## config.mk

```make
export PLATFORM = sky130hd
export DESIGN_NAME = multi_channel_byte_fifo
export DESIGN_NICKNAME = d
export VERILOG_FILES = /design/src/design/mcbf_pkg.sv /design/src/design/mcbf_cfg.sv /design/src/design/mcbf_store.sv /design/src/design/mcbf_ptr.sv /design/src/design/multi_channel_byte_fifo.sv
export SDC_FILE = /design/constraint.sdc
export NUM_CORES = 2
export LEC_CHECK = 0
export ABC_AREA = 1
export BUFFER_PORTS_ARGS = -buffer_cell sky130_fd_sc_hd__clkbuf_2
export CAP_MARGIN = 0
export CORE_UTILIZATION = 57
export CTS_CLUSTER_SIZE = 24
export DETAILED_ROUTE_END_ITERATION = 10
export PLACE_DENSITY_LB_ADDON = 0.2
export SLEW_MARGIN = 0
export SYNTH_ARGS = -nofsm -noshare
export SYNTH_HDL_FRONTEND = slang
export SYNTH_SLANG_ARGS = --single-unit
```

## constraint.sdc

```tcl
create_clock -name clk -period 6 [get_ports clk]
set_clock_uncertainty 0.2 [all_clocks]
set_input_delay 0.6 -clock clk [delete_from_list [all_inputs] [get_ports clk]]
set_output_delay 0.6 -clock clk [all_outputs]
set_load 0.01 [all_outputs]
```

## src/design/mcbf_pkg.sv

```systemverilog
// Package for the multi-channel byte FIFO: item and result types, region
// descriptors, field widths, reset constants and the free-space function.
// Depends on nothing; every other file of the block imports it.
package mcbf_pkg;

	localparam int NUM_REGS        = 4;
	localparam int CH_W            = 2;
	localparam int DATA_W          = 8;
	localparam int SIZE_W          = 9;
	localparam int POS_W           = 8;
	localparam int BASE_W          = 10;
	localparam int END_W           = 11;
	localparam int CHANNELS_DEF    = 4;
	localparam int STORE_BYTES_DEF = 256;
	localparam logic [SIZE_W-1:0] SIZE_RESET = 9'd64;

	typedef enum logic {
		MODE_PUSH = 1'b0,
		MODE_POP  = 1'b1
	} mode_t;

	typedef struct packed {
		mode_t             mode;
		logic [CH_W-1:0]   channel;
		logic [DATA_W-1:0] data_in;
	} req_item_t;

	typedef struct packed {
		logic              accepted;
		logic [DATA_W-1:0] data_out;
		logic [SIZE_W-1:0] space_left;
	} rsp_item_t;

	typedef struct packed {
		logic              usable;
		logic [SIZE_W-1:0] size;
		logic [BASE_W-1:0] base;
	} region_t;

	typedef struct packed {
		logic              accepted;
		logic              pop_ok;
		logic [SIZE_W-1:0] space;
	} op_res_t;

	function automatic logic [SIZE_W-1:0] free_space(
		input logic [SIZE_W-1:0] size,
		input logic [POS_W-1:0]  wp,
		input logic [POS_W-1:0]  rp,
		input logic              empty
	);
		logic [SIZE_W-1:0] diff;
		logic [SIZE_W-1:0] res;
		diff = {1'b0, wp} - {1'b0, rp};
		if (empty) begin
			res = size;
		end else if (wp == rp) begin
			res = '0;
		end else if (wp > rp) begin
			res = size - diff;
		end else begin
			res = {1'b0, rp} - {1'b0, wp};
		end
		return res;
	endfunction

endpackage

```

## src/design/mcbf_cfg.sv

```systemverilog
// Size registers of the multi-channel byte FIFO and the region layout
// derived from them (start offset and usable flag per channel).
// Depends on mcbf_pkg.
module mcbf_cfg #(
	parameter int CHANNELS    = mcbf_pkg::CHANNELS_DEF,
	parameter int STORE_BYTES = mcbf_pkg::STORE_BYTES_DEF
) (
	input  logic                         clk,
	input  logic                         arst_n,
	input  logic                         cfg_we,
	input  logic [mcbf_pkg::CH_W-1:0]    cfg_index,
	input  logic [mcbf_pkg::SIZE_W-1:0]  cfg_wdata,
	output mcbf_pkg::region_t            regions [mcbf_pkg::NUM_REGS],
	output logic                         clear
);
	import mcbf_pkg::*;

	region_t           regions_q [NUM_REGS];
	logic [SIZE_W-1:0] nsize     [NUM_REGS];
	logic [BASE_W-1:0] nbase     [NUM_REGS];
	logic [END_W-1:0]  nend      [NUM_REGS];
	logic              write_ok;

	assign write_ok = cfg_we && (32'(cfg_index) < 32'(CHANNELS));
	assign clear    = write_ok;

	always_comb begin
		for (int c = 0; c < NUM_REGS; c++) begin
			nsize[c] = (cfg_index == CH_W'(c)) ? cfg_wdata : regions_q[c].size;
		end
		nbase[0] = '0;
		for (int c = 1; c < NUM_REGS; c++) begin
			nbase[c] = nbase[c-1] + BASE_W'(nsize[c-1]);
		end
		for (int c = 0; c < NUM_REGS; c++) begin
			nend[c] = END_W'(nbase[c]) + END_W'(nsize[c]);
		end
	end

	always_ff @(posedge clk or negedge arst_n) begin
		if (!arst_n) begin
			for (int c = 0; c < NUM_REGS; c++) begin
				regions_q[c].size   <= SIZE_RESET;
				regions_q[c].base   <= BASE_W'(c * int'(SIZE_RESET));
				regions_q[c].usable <= (c < CHANNELS) &&
					((c + 1) * int'(SIZE_RESET) <= STORE_BYTES);
			end
		end else if (write_ok) begin
			for (int c = 0; c < NUM_REGS; c++) begin
				regions_q[c].size   <= nsize[c];
				regions_q[c].base   <= nbase[c];
				regions_q[c].usable <= (c < CHANNELS) && (nsize[c] != '0) &&
					(32'(nend[c]) <= 32'(STORE_BYTES));
			end
		end
	end

	assign regions = regions_q;

endmodule

```

## src/design/mcbf_store.sv

```systemverilog
// Shared byte store of the multi-channel byte FIFO: one synchronous memory
// with a single address, a write enable and a registered read.
// Depends on mcbf_pkg.
module mcbf_store #(
	parameter int STORE_BYTES = mcbf_pkg::STORE_BYTES_DEF
) (
	input  logic                           clk,
	input  logic                           we,
	input  logic                           re,
	input  logic [$clog2(STORE_BYTES)-1:0] addr,
	input  logic [mcbf_pkg::DATA_W-1:0]    wdata,
	output logic [mcbf_pkg::DATA_W-1:0]    rdata
);
	import mcbf_pkg::*;

	logic [DATA_W-1:0] mem [STORE_BYTES];
	logic [DATA_W-1:0] rdata_q;

	always_ff @(posedge clk) begin
		if (we) begin
			mem[addr] <= wdata;
		end
		if (re) begin
			rdata_q <= mem[addr];
		end
	end

	assign rdata = rdata_q;

endmodule

```

## src/design/mcbf_ptr.sv

```systemverilog
// Per-channel write and read positions and empty flags, with the push and
// pop decision and the store address for each transfer.
// Depends on mcbf_pkg.
module mcbf_ptr #(
	parameter int STORE_BYTES = mcbf_pkg::STORE_BYTES_DEF
) (
	input  logic                           clk,
	input  logic                           arst_n,
	input  logic                           fire,
	input  mcbf_pkg::req_item_t            req,
	input  mcbf_pkg::region_t              regions [mcbf_pkg::NUM_REGS],
	input  logic                           clear,
	output mcbf_pkg::op_res_t              res,
	output logic                           store_we,
	output logic                           store_re,
	output logic [$clog2(STORE_BYTES)-1:0] store_addr
);
	import mcbf_pkg::*;

	localparam int AW = $clog2(STORE_BYTES);

	logic [POS_W-1:0] wp_q    [NUM_REGS];
	logic [POS_W-1:0] rp_q    [NUM_REGS];
	logic             empty_q [NUM_REGS];

	region_t           rg;
	logic [POS_W-1:0]  wp;
	logic [POS_W-1:0]  rp;
	logic              em;
	logic [POS_W-1:0]  wp_inc;
	logic [POS_W-1:0]  rp_inc;
	logic [POS_W-1:0]  wp_n;
	logic [POS_W-1:0]  rp_n;
	logic              em_n;
	logic              push_ok;
	logic              pop_ok;
	logic [END_W-1:0]  addr_sum;

	always_comb begin
		rg      = regions[req.channel];
		wp      = wp_q[req.channel];
		rp      = rp_q[req.channel];
		em      = empty_q[req.channel];
		wp_inc  = ({1'b0, wp} + 9'd1 == rg.size) ? '0 : wp + 8'd1;
		rp_inc  = ({1'b0, rp} + 9'd1 == rg.size) ? '0 : rp + 8'd1;
		push_ok = rg.usable && (req.mode == MODE_PUSH) &&
			(free_space(rg.size, wp, rp, em) != '0);
		pop_ok  = rg.usable && (req.mode == MODE_POP) && !em;
		wp_n    = wp;
		rp_n    = rp;
		em_n    = em;
		if (push_ok) begin
			wp_n = wp_inc;
			em_n = 1'b0;
		end else if (pop_ok) begin
			rp_n = rp_inc;
			em_n = (rp_inc == wp);
		end
		res.accepted = push_ok || pop_ok;
		res.pop_ok   = pop_ok;
		res.space    = rg.usable ? free_space(rg.size, wp_n, rp_n, em_n) : '0;
		addr_sum     = END_W'(rg.base) + END_W'((req.mode == MODE_PUSH) ? wp : rp);
	end

	assign store_we   = fire && push_ok;
	assign store_re   = fire && pop_ok;
	assign store_addr = AW'(addr_sum);

	always_ff @(posedge clk or negedge arst_n) begin
		if (!arst_n) begin
			for (int c = 0; c < NUM_REGS; c++) begin
				wp_q[c]    <= '0;
				rp_q[c]    <= '0;
				empty_q[c] <= 1'b1;
			end
		end else if (clear) begin
			for (int c = 0; c < NUM_REGS; c++) begin
				wp_q[c]    <= '0;
				rp_q[c]    <= '0;
				empty_q[c] <= 1'b1;
			end
		end else if (fire && res.accepted) begin
			wp_q[req.channel]    <= wp_n;
			rp_q[req.channel]    <= rp_n;
			empty_q[req.channel] <= em_n;
		end
	end

	// Positions of a usable channel stay inside its region.
	a_pos_in_region: assert property (@(posedge clk) disable iff (!arst_n)
		rg.usable |-> (({1'b0, wp} < rg.size) && ({1'b0, rp} < rg.size)))
		else $error("position outside its region");

	// An empty channel has its positions equal.
	a_empty_equal: assert property (@(posedge clk) disable iff (!arst_n)
		em |-> (wp == rp))
		else $error("empty channel with unequal positions");

	// A transfer that pops goes with a read of the store.
	a_pop_reads: assert property (@(posedge clk) disable iff (!arst_n)
		(fire && res.pop_ok) |-> (store_re && !store_we))
		else $error("accepted pop without a store read");

endmodule

```

## src/design/multi_channel_byte_fifo.sv

```systemverilog
// Top level of the multi-channel byte FIFO: size registers, pointer table,
// shared byte store and the result pipeline with its output register.
// Depends on mcbf_pkg, mcbf_cfg, mcbf_ptr and mcbf_store.
//
//  port group  dir  handshake             payload
//  req         in   req_valid/req_ready   mode, channel, data_in
//  rsp         out  rsp_valid/rsp_ready   accepted, data_out, space_left
//  cfg         in   cfg_we                cfg_index, cfg_wdata
//
// One item is taken per cycle while req_ready is high; the store read is registered
// at the transfer, and the output register loads the result from the read stage.
// Reset clears all channels to empty and the sizes to 64 bytes; a size write
// empties every channel but keeps the stored bytes.
// A stalled output holds its result; one more item waits in the read stage, then
// req_ready drops until the output moves.
module multi_channel_byte_fifo #(
	parameter int CHANNELS    = mcbf_pkg::CHANNELS_DEF,
	parameter int STORE_BYTES = mcbf_pkg::STORE_BYTES_DEF
) (
	input  logic                        clk,
	input  logic                        arst_n,
	input  logic                        req_valid,
	output logic                        req_ready,
	input  mcbf_pkg::req_item_t         req,
	output logic                        rsp_valid,
	input  logic                        rsp_ready,
	output mcbf_pkg::rsp_item_t         rsp,
	input  logic                        cfg_we,
	input  logic [mcbf_pkg::CH_W-1:0]   cfg_index,
	input  logic [mcbf_pkg::SIZE_W-1:0] cfg_wdata
);
	import mcbf_pkg::*;

	localparam int AW = $clog2(STORE_BYTES);

	region_t           regions [NUM_REGS];
	logic              clear;
	logic              fire;
	op_res_t           res;
	logic              store_we;
	logic              store_re;
	logic [AW-1:0]     store_addr;
	logic [DATA_W-1:0] rdata;

	logic              valid_s1;
	op_res_t           res_s1;
	logic              adv_s1;
	logic              rsp_valid_q;
	rsp_item_t         rsp_q;

	mcbf_cfg #(
		.CHANNELS    (CHANNELS),
		.STORE_BYTES (STORE_BYTES)
	) u_cfg (
		.clk       (clk),
		.arst_n    (arst_n),
		.cfg_we    (cfg_we),
		.cfg_index (cfg_index),
		.cfg_wdata (cfg_wdata),
		.regions   (regions),
		.clear     (clear)
	);

	mcbf_ptr #(
		.STORE_BYTES (STORE_BYTES)
	) u_ptr (
		.clk        (clk),
		.arst_n     (arst_n),
		.fire       (fire),
		.req        (req),
		.regions    (regions),
		.clear      (clear),
		.res        (res),
		.store_we   (store_we),
		.store_re   (store_re),
		.store_addr (store_addr)
	);

	mcbf_store #(
		.STORE_BYTES (STORE_BYTES)
	) u_store (
		.clk   (clk),
		.we    (store_we),
		.re    (store_re),
		.addr  (store_addr),
		.wdata (req.data_in),
		.rdata (rdata)
	);

	assign adv_s1    = valid_s1 && (!rsp_valid_q || rsp_ready);
	assign req_ready = !valid_s1 || adv_s1;
	assign fire      = req_valid && req_ready;

	always_ff @(posedge clk or negedge arst_n) begin
		if (!arst_n) begin
			valid_s1 <= 1'b0;
		end else if (req_ready) begin
			valid_s1 <= req_valid;
		end
	end

	always_ff @(posedge clk) begin
		if (fire) begin
			res_s1 <= res;
		end
	end

	always_ff @(posedge clk or negedge arst_n) begin
		if (!arst_n) begin
			rsp_valid_q <= 1'b0;
		end else if (adv_s1) begin
			rsp_valid_q <= 1'b1;
		end else if (rsp_ready) begin
			rsp_valid_q <= 1'b0;
		end
	end

	always_ff @(posedge clk) begin
		if (adv_s1) begin
			rsp_q.accepted   <= res_s1.accepted;
			rsp_q.data_out   <= res_s1.pop_ok ? rdata : '0;
			rsp_q.space_left <= res_s1.space;
		end
	end

	assign rsp_valid = rsp_valid_q;
	assign rsp       = rsp_q;

	// The store is never written and read in the same cycle.
	a_store_one_port: assert property (@(posedge clk) disable iff (!arst_n)
		!(store_we && store_re))
		else $error("store written and read together");

	// No transfer lands on a read stage that is still holding its item.
	a_no_overrun: assert property (@(posedge clk) disable iff (!arst_n)
		(valid_s1 && !adv_s1) |-> !fire)
		else $error("transfer into a stalled read stage");

	// A result that leaves the read stage is offered on the next cycle.
	a_rsp_follows: assert property (@(posedge clk) disable iff (!arst_n)
		adv_s1 |=> rsp_valid_q)
		else $error("result lost between read stage and output");

endmodule
```

Yosys cells after proc, flatten, opt, wreduce, memory -nomap -nowiden
Memories as Yosys holds them, arrays and structs flattened. A register that Yosys moved wholly into a read port is not among the register bits.
Cells that the tools add are included.

storage, ports and cells
  bits in registers = 159
  bits in writable memories = 2048
  input port bits = 27
  output and inout port bits = 20
  logic and storage cells = 140
  memories = 1

memories
  name         words  width  rd ports  clocked after memory_dff  wr ports  RTL line          source
  u_store.mem  256    8      1         1                         1         mcbf_store.sv:16  logic [DATA_W-1:0] mem [STORE_BYTES];

operators by class
  $add $sub $neg = 16
  magnitude comparators = 8
  eq/ne operators = 8
  mux-type cells = 47
  bitwise operators = 2
  reductions and logical operators = 28

operators with widths
  operator                                              count
  2-to-1 mux 32 bit                                     4
  2-to-1 mux 9 bit                                      10
  2-to-1 mux 8 bit                                      11
  bitwise mux 32 bit                                    2
  nonzero test 9 bit                                    5
  binary-select mux 20 bit (select 2 bit)               1
  2-to-1 mux 20 bit                                     2
  subtractor 8 x 8 -> 9 bit                             4
  <= comparator 11 x 9 -> 1 bit, second input constant  3
  binary-select mux 8 bit (select 2 bit)                2
  == test 8 bit                                         3
  adder 10 x 9 -> 11 bit                                2
  adder 9 x 9 -> 10 bit                                 2
  adder 8 x 1 -> 9 bit, second input constant           2
  == test 9 bit                                         2
  subtractor 9 bit                                      2
  adder 8 x 1 -> 8 bit, second input constant           2
  demux 8 bit (select 2 bit)                            1
  > comparator 8 bit                                    2
  logical AND 1 bit                                     14
  adder 10 x 9 -> 10 bit                                1
  <= comparator 9 bit, second input constant            1
  2-to-1 mux 1 bit                                      9
  adder 8 bit                                           1
  14 further kinds                                      21

Longest topological paths before layout
  depth after elaboration = 17
  mapped depth = 42
  depth with buffers taken out = 39

Cells and area by module
A second synthesis with hierarchy kept.

second synthesis, totals
  cells, all modules = 9976
  area total of the unflattened synthesis = 98519.5 µm²

modules (own cells, without submodules)
  module                   times used  cells an instance  area each (µm²)  seq. area each (µm²)
  mcbf_store               1           8021               84936.5          61739.2
  mcbf_ptr                 1           1262               8044.0           1706.6
  mcbf_cfg                 1           635                4513.1           1515.2
  multi_channel_byte_fifo  1           58                 1026.0           920.9

Least setup slack after synthesis
OpenSTA, ideal clock, no wires.

  path type = input port to flip-flop
  start = input port req[8] in the netlist's numbering
  end = register res_s1[8] in the netlist's numbering (data pin)
  setup time = 0.255 ns
  arrival time = 6.505 ns
  data required time = 5.545 ns
  slack = -0.960 ns
  stages = 39
  path buffers = 3
  path through = buf_6 -> nand2_4 -> inv_2 -> buf_2 -> a221oi_1 -> inv_1 -> ha_1 -> inv_1 -> ha_1 -> inv_1 -> fa_1 -> o21ai_0 -> a21oi_1 -> nor2_1 -> nor2_1 -> xor2_1 -> nand3_1 -> nand2_1 -> [3 not listed] -> nand2_1 -> buf_2 -> nand2_1 -> o21ai_1 -> inv_1 -> fa_1 -> fa_1 -> nand3_1 -> nand2_1 -> a21oi_1 -> o21ai_0 -> nand2_1 -> nand2_1 -> a21oi_1 -> xor2_1 -> a21boi_0 -> a21oi_1 -> nor2_1

on the way
  longest elaborated chain between the ends = 17
  elaborated cells on any way between the ends = 49
  those cells by class = add/sub (10); order compare (2); eq/ne (5); mux (25); bitwise (1); reduce/logical (6)

RTL lines
  item                                                              RTL line                        source
  from (decl)                                                       multi_channel_byte_fifo.sv:24   input mcbf_pkg::req_item_t req,
  NOT 2 -> 3 bit (implied by the code) (*)                          -
  binary-select mux 8 bit (select 2 bit), on equally long branches  mcbf_ptr.sv:41, mcbf_ptr.sv:42
  2-to-1 mux 8 bit, on equally long branches (2 in series)          mcbf_ptr.sv:41, mcbf_ptr.sv:42
  subtractor 8 x 8 -> 9 bit                                         mcbf_pkg.sv:54                  diff = {1'b0, wp} - {1'b0, rp};
  subtractor 9 bit                                                  mcbf_pkg.sv:60                  res = size - diff;
  2-to-1 mux 9 bit                                                  mcbf_pkg.sv:59                  end else if (wp > rp) begin
  2-to-1 mux 9 bit                                                  mcbf_pkg.sv:57                  end else if (wp == rp) begin
  2-to-1 mux 9 bit                                                  mcbf_pkg.sv:55                  if (empty) begin
  nonzero test 9 bit                                                mcbf_ptr.sv:47                  (free_space(rg.size, wp, rp, em) != '0);
  logical AND 1 bit                                                 mcbf_ptr.sv:46                  push_ok = rg.usable && (req.mode == MODE_PUSH) &&
  2-to-1 mux 8 bit                                                  mcbf_ptr.sv:52                  if (push_ok) begin
  subtractor 8 x 8 -> 9 bit                                         mcbf_pkg.sv:54
  subtractor 9 bit                                                  mcbf_pkg.sv:60
  2-to-1 mux 9 bit                                                  mcbf_pkg.sv:59
  2-to-1 mux 9 bit                                                  mcbf_pkg.sv:57
  2-to-1 mux 9 bit                                                  mcbf_pkg.sv:55
  to (signal assigned)                                              multi_channel_byte_fifo.sv:104  res_s1 <= res;
  to (decl)                                                         multi_channel_byte_fifo.sv:46   op_res_t res_s1;

Every way passes the cells marked *; elsewhere a longest branch is shown, timed or not. The select of a mux whose other input is x is not followed.
A chain may end at the register's enable or synchronous reset.

Worst setup path after layout
  start = register u_cfg.regions_q (netlist bit u_cfg.regions[54])
  end = register res_s1[7] in the netlist's numbering (data pin)

on the way
  longest elaborated chain between the ends = 15
  elaborated cells on any way between the ends = 27
  those cells by class = add/sub (4); order compare (1); eq/ne (4); mux (16); reduce/logical (2)

RTL lines
  item                                                       RTL line        source
  from (decl)                                                mcbf_cfg.sv:18  region_t regions_q [NUM_REGS];
  binary-select mux 20 bit (select 2 bit) (*)                mcbf_ptr.sv:40  rg = regions[req.channel];
  2-to-1 mux 20 bit (implied by the code) (*) (2 in series)  mcbf_ptr.sv:40
  subtractor 9 bit                                           mcbf_pkg.sv:60
  2-to-1 mux 9 bit                                           mcbf_pkg.sv:59
  2-to-1 mux 9 bit                                           mcbf_pkg.sv:57
  2-to-1 mux 9 bit                                           mcbf_pkg.sv:55
  nonzero test 9 bit                                         mcbf_ptr.sv:47
  logical AND 1 bit                                          mcbf_ptr.sv:46
  2-to-1 mux 8 bit                                           mcbf_ptr.sv:52
  subtractor 8 x 8 -> 9 bit                                  mcbf_pkg.sv:54
  subtractor 9 bit                                           mcbf_pkg.sv:60
  2-to-1 mux 9 bit                                           mcbf_pkg.sv:59
  2-to-1 mux 9 bit                                           mcbf_pkg.sv:57
  2-to-1 mux 9 bit (*)                                       mcbf_pkg.sv:55

Marks and branches as above.

==> results.toml <==
[floorplan]
initial_core_util = 0.576
die_x_um = 398
die_area_um2 = 158000
io_pins = 47
core-area_um2 = 155000
chipHeight_um = 398
core.rowCount = 144

[cells_and_area]
final_cells = 9644
fin_nets = 7538
layout-drive-gt1-share = 0.179
final_area_um2 = 105000
fillers = 10497
utilization = 0.681
num_antenna_cells = 0
syn2layout_area_growth_pct = 18.1

[worst_setup_path]
rr_worst_depth = 34
slowest_delay_ns = 0.59
cp_max_fo = 8
startpoint_type = "flop"
critPathArrivalTime_ns = 6.18
crit_required_ns = 6.47
worstSetupEndpointType = "flop"
cpMaxStageDelayCell = "fa_1"
path_class = "flop to flop"

[power_and_ir_drop]
power.density_nw_per_um2 = 375
switchingPower_uw = 11400
seqPwrFrac = 0.434
intPower_uw = 28000
pwr-share-comb = 0.219
peakVddDrop_mv = 0.348
clockPowerShare = 0.347
leakage_uw = 0.0374
switching_share = 0.290

[clocking]
cts_max_level = 4
clock-sinks = 2211
clk_path_buf_depth = 3
cts_buffers = 215
insertion_delay_ns = 0.85
cts_tree = "yes"
path_clk_slew_ns = 0.06
clock-root-buffer = "clkbuf_16"

[synth]
synth_edf_count = 2085
synth_top_area_share = 0.702
seq_area_frac_synth = 0.738
yosysUniqueCellTypes = 66
synth_top_area_cell = "edfxtp_1"
ys_top_cells_by_area = "edfxtp_1 70%, a22oi_1 6.7%, nand2_1 6.3%, dfrtp_1 3.1%, a21oi_1 1.8%"
ys_async_sr_fraction = 0.0570
synthesis.instances = 6716
yosys_warnings = 0
ys_ff_latch = 2211
syn_area_um2 = 89200
syn_avg_cell_area_um2 = 13.3
synth_nets = 6835
synth_flop_cell = "edfxtp_1"

[routing]
dr.pass1.iters = 6
viasPerCell = 6.17
vias = 59545
drtIter0Drc = 8029
wl_per_cell_um = 25.9
route.detailed.drc = 0
drt-total-wl_um = 250000
postRouteAntennaNets = 0

[placement]
place_hpwl_um = 162000
dpl-instance-area_um2 = 97800
dp_cells = 9228
io_buffers = 46
dpl_worst_slack_ns = -0.701
gp_congestion = 0.984

[timing]
final_hold_viol_count = 0
period_share = 0.952
fmax_mhz = 175
worst_pin_slew_ns = 1.14
drv_slew = 0
fin_crit_ns = 5.71
rsz0062_at_grt = "true"
setup-violations-final = 0
layout_setup_ws_ns = 0.289
hold-worst-slack_ns = 0.0640
max_slew_margin = 0.241

[grt]
antenna_found_initial = 1
grt-ovfl-total = 0
grt_pass1_vias = 57912
grt_pass1_wl_um = 369000
grt.total_usage = 0.315
grt_max_degree = 199

[hold_path]
hold_depth = 1
hold_path.class = "primary input to flop"

[status]
status = "finished, final reports clean"

[run]
maxCapViolations = 0
stage by stage:
step                      power, µW  TNS (ns)
final                         39500         0
after global routing          40700    -0.164
after CTS                     39400         0
after detailed placement      25800     -6.03
after global placement        25700     -5.23
after floorplan               21700   -0.0410
cell usage after synthesis, types with 4 or more instances:
library cell	count
edfxtp_1	2085
nand2_1	1488
a22oi_1	794
nor2_1	366
a21oi_1	317
nand3_1	310
clkbuf_1	245
inv_1	204
o21ai_0	160
a31oi_1	121
dfrtp_1	111
buf_1	89
ha_1	70
xor2_1	34
nor3_1	24
fa_1	22
nor4_1	18
or2_2	17
buf_2	16
o31ai_1	16
buf_6	15
dfstp_2	15
xnor2_1	15
nand2_2	13
inv_2	12
nand4_1	12
o21ai_1	11
o22ai_1	10
buf_4	9
nand3_4	8
a22o_1	6
o211ai_1	6
o221ai_1	6
nand3_2	5
nor2_2	5
o21bai_1	5
nor2_4	4
cells in the final DEF (no fill, tap or decap), drive strengths merged, types with 18 or more instances in the layout:
cell type  Yosys  final
clkbuf       245    296
xor2          36     36
nor3          28     28
nor2         376    376
a21oi        317    317
or2           20     20
buf          129    816
bufinv         0     28
o21ai        174    174
inv          218    224
clkinv         4    104
dfrtp        111    111
a31oi        121    121
ha            70     70
nand2       1504   1504
nand3        323    323
a22oi        794    794
nor4          18     18
edfxtp      2085   2085
fa            22     22
timing repair:
action / in CTS / in global routing
endpoints found under the setup margin: 0 / 9
hold buffers: 7 / 0
resized for setup: 0 / 57
endpoints found under the hold margin: 86 / 0
buffers inserted: 0 / 11
sequential cells by signal, summed over array words and instances, names as in the netlist:
| name | count |
|---|---|
| res_s1 | 11 |
| u_cfg.regions | 56 |
| u_ptr.empty_q | 4 |
| u_store.rdata | 8 |
| u_store.mem | 2048 |
| rsp_valid | 1 |
| rsp | 18 |
| valid_s1 | 1 |
| u_ptr.rp_q | 32 |
| u_ptr.wp_q | 32 |
area by class of cell:
cell class	count	area, µm²	area share
Clock buffer	259	5640	0.0535
Clock inverter	139	1510	0.0143
Inverter	222	876	0.00831
Multi-Input combinational cell	3909	21500	0.204
Sequential cell	2211	65800	0.624
Tap cell	2044	2560	0.0243
Timing Repair Buffer	860	7510	0.0713
routing by layer:
layer / up-vias / GRT usage / wire, µm
li1: 26383 / - / -
met1: 29333 / 0.431 / 96500
met2: 3283 / 0.507 / 119000
met3: 546 / 0.0544 / 24200
met4: 0 / 0.123 / 10200
met5: - / 0 / 0
logic make-up after synthesis:
group                    share of synthesized area
AO/OA/AOI/OAI                                0.110
XOR/XNOR                                   0.00518
adder cells (fa/ha/maj)                     0.0148
buffers and inverters                       0.0272
flip-flops                                   0.738
AND/OR/NAND/NOR                              0.106
power by group through the flow:
| stage | registers (µW) | clock network, µW | logic, µW |
|---|---|---|---|
| after CTS | 17100 | 13800 | 8460 |
| after detailed placement | 17400 | 0 | 8400 |
| after floorplan | 17400 | 0 | 4280 |
| after global placement | 17400 | 0 | 8290 |
| after global routing | 17100 | 14300 | 9190 |
| final | 17100 | 13700 | 8640 |
worst paths after layout:
check                                        from             endpoint  slack (ns)
worst min register to register          res_s1[2]               rsp[2]        0.21
min in group asynchronous                  arst_n    u_cfg.regions[18]        0.23
worst max-delay path            u_cfg.regions[54]            res_s1[7]        0.29
max in group asynchronous                  arst_n        u_ptr.wp_q[2]        4.04
worst max register to register  u_cfg.regions[54]            res_s1[7]        0.29
worst min-delay path                       req[3]  u_store.mem[167][3]        0.06
worst max-delay path: cells and delay by family (launching register included):
kind / cells / cell delay [ns]
compound gates: 12 / 1.66
fa+ha+maj: 4 / 1.52
simple gates: 13 / 1.16
flops: 1 / 0.43
xor+xnor: 2 / 0.31
buf+inv: 3 / 0.26
Power figures use the tool's default switching activity.
